===== src/rtl/core/tcba_pkg.sv =====
`default_nettype none

package tcba_pkg;

  localparam int TCBA_BIN_COUNT = 16384;
  localparam int TCBA_LOAD_BITS = 32;
  localparam int BIN_W          = 14;
  localparam int NOISE_W        = 24;
  localparam int THR_W          = 16;
  localparam int BALL_W         = 40;
  localparam int OUT_LOAD_W     = 32;
  localparam int RED_CNT_W      = 4;
  localparam int RED_SUB_W      = 28;

  typedef enum logic {
    CFG_DECISION_MODE  = 1'b0,
    CFG_LOAD_THRESHOLD = 1'b1
  } cfg_index_e;

  typedef enum logic [1:0] {
    MODE_TWO_CHOICE = 2'd0,
    MODE_BOUNDED    = 2'd1,
    MODE_MYOPIC     = 2'd2,
    MODE_NOISY      = 2'd3
  } mode_e;

  typedef enum logic [2:0] {
    ST_CLEAR,
    ST_IDLE,
    ST_REDUCE,
    ST_READ,
    ST_DECIDE,
    ST_UPDATE
  } state_e;

  typedef struct packed {
    logic [BIN_W-1:0]          first_bin;
    logic [BIN_W-1:0]          second_bin;
    logic                      coin;
    logic signed [NOISE_W-1:0] noise_first;
    logic signed [NOISE_W-1:0] noise_second;
  } in_t;

  typedef struct packed {
    logic [BIN_W-1:0]      chosen_bin;
    logic [OUT_LOAD_W-1:0] chosen_load;
    logic [OUT_LOAD_W-1:0] max_load;
    logic [BALL_W-1:0]     ball_count;
  } out_t;

  typedef struct packed {
    logic clear;
    logic accept;
    logic reduce_step;
    logic decide;
    logic update;
  } dp_cmd_t;

  typedef struct packed {
    logic clear_done;
    logic red_done;
  } dp_status_t;

  function automatic bit is_pow2(int n);
    return (n & (n - 1)) == 0;
  endfunction

  // iterations of the index reduction unit, zero when no reduction is iterated
  function automatic int red_steps(int n);
    if (n >= (1 << BIN_W) || is_pow2(n)) begin
      return 0;
    end
    return BIN_W + 1 - $clog2(n);
  endfunction

  function automatic logic [RED_SUB_W-1:0] red_sub_init(int n);
    int s;
    s = red_steps(n);
    if (s == 0) begin
      return '0;
    end
    return RED_SUB_W'(n) << (s - 1);
  endfunction

endpackage

`default_nettype wire


===== src/rtl/core/tcba_ctrl.sv =====
`default_nettype none

module tcba_ctrl
  import tcba_pkg::*;
(
  input  wire logic       clk_i,
  input  wire logic       rst_ni,
  input  wire logic       start_i,
  input  wire dp_status_t status_i,
  output dp_cmd_t         cmd_o,
  output logic            busy_o
);

  state_e state_q, state_d;

  always_ff @(posedge clk_i or negedge rst_ni) begin
    if (!rst_ni) begin
      state_q <= ST_CLEAR;
    end else begin
      state_q <= state_d;
    end
  end

  always_comb begin
    state_d = state_q;
    case (state_q)
      ST_CLEAR:  if (status_i.clear_done) state_d = ST_IDLE;
      ST_IDLE:   if (start_i) state_d = ST_REDUCE;
      ST_REDUCE: if (status_i.red_done) state_d = ST_READ;
      ST_READ:   state_d = ST_DECIDE;
      ST_DECIDE: state_d = ST_UPDATE;
      ST_UPDATE: state_d = ST_IDLE;
      default:   state_d = ST_CLEAR;
    endcase
  end

  always_comb begin
    cmd_o             = '0;
    cmd_o.clear       = (state_q == ST_CLEAR);
    cmd_o.accept      = (state_q == ST_IDLE) && start_i;
    cmd_o.reduce_step = (state_q == ST_REDUCE) && !status_i.red_done;
    cmd_o.decide      = (state_q == ST_DECIDE);
    cmd_o.update      = (state_q == ST_UPDATE);
    busy_o            = (state_q != ST_IDLE);
  end

`ifndef NO_ASSERTIONS
  a_accept_to_reduce: assert property (@(posedge clk_i) disable iff (!rst_ni)
    cmd_o.accept |=> (state_q == ST_REDUCE))
    else $error("accepted transfer did not start reduction");
  a_update_to_idle: assert property (@(posedge clk_i) disable iff (!rst_ni)
    cmd_o.update |=> (state_q == ST_IDLE) && !busy_o)
    else $error("controller not idle after update");
  a_decide_then_update: assert property (@(posedge clk_i) disable iff (!rst_ni)
    cmd_o.decide |=> cmd_o.update)
    else $error("decision not followed by update");
`endif

endmodule

`default_nettype wire


===== config.mk =====
export PLATFORM = sky130hd
export DESIGN_NAME = tcba_ctrl
export DESIGN_NICKNAME = d
export VERILOG_FILES = /design/src/rtl/core/tcba_pkg.sv /design/src/rtl/core/tcba_ctrl.sv
export SDC_FILE = /design/constraint.sdc
export NUM_CORES = 1
export LEC_CHECK = 0
export ABC_AREA = 0
export BUFFER_PORTS_ARGS = -buffer_cell sky130_fd_sc_hd__buf_2
export CORE_AREA = 2 2 39 41
export DETAILED_ROUTE_END_ITERATION = 8
export DIE_AREA = 0 0 41 43
export HOLD_SLACK_MARGIN = 0.06
export PLACE_DENSITY_LB_ADDON = 0.1
export SETUP_SLACK_MARGIN = 0.1
export SLEW_MARGIN = 10
export SYNTH_ARGS = -nofsm -noshare
export SYNTH_HDL_FRONTEND = slang
export SYNTH_SLANG_ARGS = --single-unit

===== constraint.sdc =====
create_clock -name clk_i -period 1.2 [get_ports clk_i]
set_input_delay 0.12 -clock clk_i [delete_from_list [all_inputs] [get_ports clk_i]]
set_output_delay 0.12 -clock clk_i [all_outputs]
set_load 0.02 [all_outputs]

## After elaboration in Yosys (flattened, before gate mapping)

Cells that the tools add are included.

| storage, ports and cells | value |
|---|---|
| register bits after elaboration | 3 |
| input port bits | 5 |
| output and inout port bits | 6 |
| word-level logic and storage cells | 19 |

| cells by class | value |
|---|---|
| mux-type cells | 4 |
| reduce and logical (&&, ||, !) cells | 5 |
| eq/ne operators | 9 |

Operators by type and width:

| operator | count |
|---|---|
| $pmux 3 s6 | 1 |
| $mux 3 | 3 |
| $eq 3x2->1 const B | 2 |
| $eq 3x3->1 const B | 2 |
| $ne 2x2->1 const B | 3 |
| $eq 3x1->1 const B | 1 |
| $logic_not 3->1 | 1 |
| $ne 3x1->1 const B | 1 |
| $reduce_and 3->1 | 1 |
| $logic_and 1x1->1 | 2 |
| $logic_not 1->1 | 1 |

## Logic depth before layout (Yosys ltp)

Gate-level depths: netlist (run 1).

| depth | value |
|---|---|
| depth in word-level cells | 3 |
| gate-level depth with buffers | 4 |
| gate-level depth less buffers | 3 |

## Least setup slack after synthesis (run 1)

Ideal clock, no wire load.

| path | value |
|---|---|
| kind | reg2out |
| start | register state_q[0] |
| end | output port cmd_o[3] (netlist bit) |
| stages on the path, launching flop included | 4 |
| buffers on the path | 0 |
| data required time | 1.080 ns |
| setup slack | -0.009 ns |
| data arrival time | 1.089 ns |
| cells stage by stage | dfrtp_1 > nor2b_2 > nand2b_1 > nor2_1 |

RTL lines:

| what | RTL line | text |
|---|---|---|
| from (decl) | tcba_ctrl.sv:14 | `state_e state_q, state_d;` |
| from (signal assigned) | tcba_ctrl.sv:20 | `state_q <= state_d;` |
| to (decl) | tcba_ctrl.sv:10 | `output dp_cmd_t cmd_o,` |

==> impl_metrics.py, run 1 <==
metrics = {
    "final_layout": {
        "num-fill-cells": 148,
        "top_register": "state_q",
        "finalCoreUtilization": 0.244,
        "syn_to_final_growth_pct": 82.4,
        "diodes": 0,
        "largest_reg_flops": 3,
        "largestRegisters": "state_q (3)",
        "final_nets": 42,
        "drive_above_1_share": 0.611,
        "layout.cells.non_filler": 52,
    },
    "clocking": {
        "tritoncts": "built",
        "cts_max_level": 1,
        "root_buffer": "clkbuf_4",
        "path_clk_slew_ps": 40,
        "clock_latency_ps": 230,
        "max-clock-path-buffers": 2,
        "cts_buffers": 3,
        "clock_sinks": 3,
    },
    "sta": {
        "maxSlewViolCount": 0,
        "skew_ps": 0.130,
        "max_freq_mhz": 804,
        "worst_pin_slew_ps": 166,
        "setup_slack_ps": -43.5,
        "fin_crit_ps": 1240,
        "finalHoldViolations": 0,
        "finalSetupViolCount": 3,
        "rsz0062_at_grt": "yes",
        "relSlewSlack": 0.889,
        "finalCritPeriodShare": 1.04,
    },
    "synthesis": {
        "synth.area.top_cells": "dfrtp_1 41%, nand2b_1 6.8%, nor3b_2 6.8%, a21oi_1 5.4%, mux2i_1 5.4%",
        "syn_inst": 21,
        "synthXorXnorAreaFrac": 0,
        "synthMuxAreaShare": 0.0541,
        "ys_types": 15,
        "synth_top_family_by_area": "simple AND/OR/NAND/NOR gates",
        "syn_avg_cell_area_um2": 8.82,
        "syn_nets": 26,
        "seq_area_frac_synth": 0.405,
        "yosys_warnings": 0,
        "netlist_area_um2": 185,
        "yosys.area.top_type_share": 0.405,
        "synth_seq_cells": 3,
        "synth-compound-area-share": 0.128,
        "synthAdderAreaFrac": 0,
        "synthSimpleGateAreaFrac": 0.365,
        "synth_top_area_cell": "dfrtp_1",
    },
    "global_routing": {
        "grt_overflow": 0,
        "grt_max_degree": 10,
        "grtUsageTotal": 0.0753,
        "grt_pass1_vias": 186,
        "grt_antenna_before_repair": 0,
        "grt_pass1_wl_um": 772,
    },
    "drt": {
        "drt_first_iter_violations": 0,
        "wl_per_cell_um": 8.87,
        "wirelength_um": 461,
        "vias": 187,
        "ant_nets": 0,
        "via_per_inst": 3.60,
        "firstDrtPassIters": 1,
        "drcViolationCount": 0,
    },
    "floorplanning": {
        "rows": 14,
        "start_util": 0.134,
        "dieHeight_um": 43,
        "die_width_um": 41,
        "core_mm2": 0.00138,
        "num_io_pins": 11,
        "die-area_mm2": 0.00176,
    },
    "worst_setup_path": {
        "cp_cell_sequence": "nand2b_1 > nor3_2 > buf_4",
        "cp-start-kind": "flip-flop",
        "crit_family": "flip-flops",
        "crit_type": "flip-flop to output port",
        "arrival_ps": 1120,
        "crit_fanout": 7,
        "cp_slowest_cell": "dfrtp_2",
        "critPathMaxStageDelay_ps": 440,
        "path_depth": 3,
        "r2r_cells": 3,
        "endpoint_kind": "output port",
        "crit_buf_inv": 1,
        "cp.required_ps": 1080,
    },
    "min_path": {
        "hold_class": "primary input to flip-flop",
        "hold_path_depth": 3,
    },
    "run_status": {
        "status": "finished, violations left",
        "violations": "setup timing",
    },
    "placed_design": {
        "place_congestion": 0.638,
        "placed_cells": 46,
        "port_buffers": 10,
    },
    "power_and_ir_drop": {
        "ir_worst_vdd_uv": 634,
        "p_leak_uw": 0.000155,
        "p_per_area_mw_per_mm2": 2740,
    },
    "run": {
        "drv_cap": 0,
    },
}
## cell families after synthesis
logic type	Yosys count
AND/OR/NAND/NOR	11
flip-flops	3
AO/OA/AOI/OAI	4
multiplexers	1
buffers and inverters	2
## path summary, 6_finish.rpt
check                           start          to  slack [ps]
max                        state_q[0]    cmd_o[2]         -40
min                           start_i  state_q[1]         150
max reg2reg                state_q[1]  state_q[0]         240
min reg2reg                state_q[2]  state_q[1]         550
max in group asynchronous      rst_ni  state_q[0]         870
min in group asynchronous      rst_ni  state_q[1]         210
## Yosys cell counts
library cell  n
clkbuf_2      1
nor2b_1       1
mux2i_1       1
and2_1        1
dfrtp_1       3
nor3_1        2
nand2_1       2
o21bai_1      1
nor2b_2       1
nand2b_1      2
nor2_1        1
o22ai_1       1
a21oi_1       2
nor3b_2       1
inv_1         1
## worst register-to-register path: stages, from the launching register on
cell and delay [ps]:
dfrtp_2 450, buf_4 160, mux2i_1 140, o22ai_1 90
## power by group
group	internal [µW]	switching (µW)	leakage, µW
combinational	257	235	0.000105
sequential	157	99.6	0.0000343
clock	125	51.9	0.0000150
## layer usage
metal  GRT usage  share of wire  vias up
met5           0              0        -
met4       0.120              0        0
met3      0.0366          0.091        0
met2      0.0781           0.48        7
met1      0.0804           0.43       78
li1            -              -      102
## through the flow
stage	worst slack (ps)	total power [µW]	TNS [ps]	hold WS, ps	instance area (µm²)
floorplan	68.7	502	0	-176	193
global placement	126	618	0	-79.9	258
detailed placement	120	616	0	-84.2	258
CTS	-54.9	879	-157	146	324
global route	-121	993	-388	155	338
finish	-43.5	925	-112	152	338
## cell usage in the layout, fill, tap and decap left out, drive strengths merged
cell type and count:
a21oi 2, and2 1, buf 11, clkbuf 4
dfrtp 3, dlygate4sd3 1, inv 1, mux2i 1
nand2 2, nand2b 2, nor2 1, nor2b 2
nor3 2, nor3b 1, o21bai 1, o22ai 1
## repair_timing
action / 4_1_cts / 5_1_grt
hold buffers: 1 / 0
gates resized for setup: 9 / 3
pin swaps: 0 / 1
endpoints found under the hold margin: 3 / 0
setup endpoints to repair: 6 / 6
setup buffers: 1 / 0
## final cells by class
type                    count  area (µm²)  share of cell area
well taps                  16        20.0              0.0593
clock buffers               4        26.3              0.0778
flip-flops and latches      3        78.8               0.233
inverters                   1        3.75              0.0111
repair buffers             12        87.6               0.259
multi-input cells          16         121               0.359
(Power assumes the default switching activity.)
==> inputs of run 2 (changes only) <==
- clock period: 1.2 -> 1.5 ns (I/O delays scaled with it)
==> impl_metrics.py, run 2 (synthesis results as in run 1) <==
metrics = {
    "worst_setup_path": {
        "startpoint": "state_q[1]",
        "cp.required_ps": 1350,
        "crit_family": "flip-flops",
        "cp_slowest_cell": "dfrtp_2",
        "crit_fanout": 7,
        "crit_type": "flip-flop to output port",
        "endpoint_kind": "output port",
        "cp_cell_sequence": "nor2b_2 > nand2b_1 > nor2_1 > buf_2",
        "cp-start-kind": "flip-flop",
        "arrival_ps": 1170,
        "critPathMaxStageDelay_ps": 460,
        "crit_buf_inv": 1,
        "reg2reg_from": "state_q[2]",
    },
    "min_path": {
        "hold_class": "primary input to flip-flop",
        "worstHoldStart": "start_i",
    },
    "sta": {
        "rsz0062_at_grt": "no",
        "relSlewSlack": 0.840,
        "finalCritPeriodShare": 0.879,
        "max_freq_mhz": 758,
        "worst_pin_slew_ps": 240,
        "finalSetupViolCount": 0,
        "skew_ps": 1.90,
        "tns_ps": 0,
        "finalHoldViolations": 0,
        "maxSlewViolCount": 0,
        "whs_ps": 173,
        "fin_crit_ps": 1320,
    },
    "power_and_ir_drop": {
        "ir_worst_vdd_uv": 522,
        "power_uw": 624,
        "power_frac_comb": 0.455,
        "net-switching-power_uw": 276,
        "pwr-share-seq": 0.318,
        "power.internal_uw": 348,
        "p_per_area_mw_per_mm2": 2160,
        "swShare": 0.442,
        "p_clk_frac": 0.227,
        "p_leak_uw": 0.000139,
    },
    "floorplanning": {
        "die-area_mm2": 0.00176,
        "num_io_pins": 11,
        "rows": 14,
        "start_util": 0.134,
        "dieHeight_um": 43,
        "core_mm2": 0.00138,
        "die_width_um": 41,
    },
    "final_layout": {
        "final_cell_mix": "10 x buf_2, 3 x clkbuf_4",
        "final_common_cell": "buf_2",
        "num-fill-cells": 162,
        "drive_above_1_share": 0.486,
        "syn_to_final_growth_pct": 56.1,
        "largestRegisters": "state_q (3)",
        "top_register": "state_q",
        "multi_input_area_um2": 101,
        "ff_latch_area_um2": 77.6,
        "diodes": 0,
        "finalCoreUtilization": 0.209,
        "largest_reg_flops": 3,
        "final_nets": 41,
    },
    "placed_design": {
        "place_congestion": 0.645,
        "dp_hpwl_um": 333,
        "port_buffers": 10,
    },
    "drt": {
        "wl_per_cell_um": 9.12,
        "drcViolationCount": 0,
        "drt_first_iter_violations": 0,
        "wirelength_um": 465,
        "firstDrtPassIters": 1,
        "via_per_inst": 3.75,
        "vias": 191,
        "ant_nets": 0,
    },
    "run_status": {
        "status": "finished clean",
    },
    "global_routing": {
        "grt_max_degree": 10,
        "grt_pass1_vias": 193,
        "grt_pass1_wl_um": 800,
        "grt_antenna_before_repair": 0,
        "grtUsageTotal": 0.0816,
        "grt_overflow": 0,
    },
    "clocking": {
        "path_clk_slew_ps": 30,
        "cts_buffers": 3,
        "tritoncts": "built",
        "clock_sinks": 3,
        "max-clock-path-buffers": 2,
        "cts_max_level": 1,
        "root_buffer": "clkbuf_4",
        "clock_latency_ps": 230,
    },
    "run": {
        "drv_cap": 0,
    },
}
[run 2: stage by stage]
step	worst slack (ps)	instances	instance area, µm²
2_1_floorplan	261	21	185
3_3_place_gp	384	46	250
3_5_place_dp	384	46	250
4_1_cts	118	51	287
5_1_grt	105	51	289
6_report	181	51	289
[run 2: power groups by stage]
stage / registers [µW] / clock network (µW) / logic, µW
finish: 198 / 142 / 284
global route: 212 / 159 / 311
CTS: 195 / 153 / 289
detailed placement: 196 / 0 / 285
global placement: 197 / 0 / 288
floorplan: 159 / 0 / 234
[run 2: area by class of cell]
class / instances / area share
multi-input cells: 16 / 0.351
flip-flops and latches: 3 / 0.268
repair buffers: 11 / 0.208
clock buffers: 4 / 0.0909
well taps: 16 / 0.0693
inverters: 1 / 0.0130
[run 2: worst paths after layout]
| kind | to | slack [ps] | cells after the start |
|---|---|---|---|
| max reg2reg | state_q[2] | 590 | 2 |
| max in group asynchronous | state_q[0] | 1140 | 2 |
| min | state_q[1] | 170 | 3 |
| min reg2reg | state_q[0] | 550 | 1 |
| max | cmd_o[3] | 180 | 4 |
| min in group asynchronous | state_q[2] | 240 | 2 |
[run 2: per-layer routing]
metal,vias up,global-route usage,wire (µm)
met3,0,0.0471,20
met2,5,0.0781,255
met5,-,0,0
met1,88,0.0844,189
li1,98,-,-
met4,0,0.140,0
[run 2: tightest hold or removal path, delay by kind of cell]
kind                   cells  cell delay (ps)
buffers and inverters      1              110
AO/OA/AOI/OAI              1               60
AND/OR/NAND/NOR            1               50
[run 2: timing repair]
action / 4_1_cts / 5_1_grt
setup buffers: 0 / 0
hold buffers: 1 / 0
endpoints found under the hold margin: 3 / 0
gates resized for setup: 0 / 2
endpoints found under the setup margin: 0 / 3
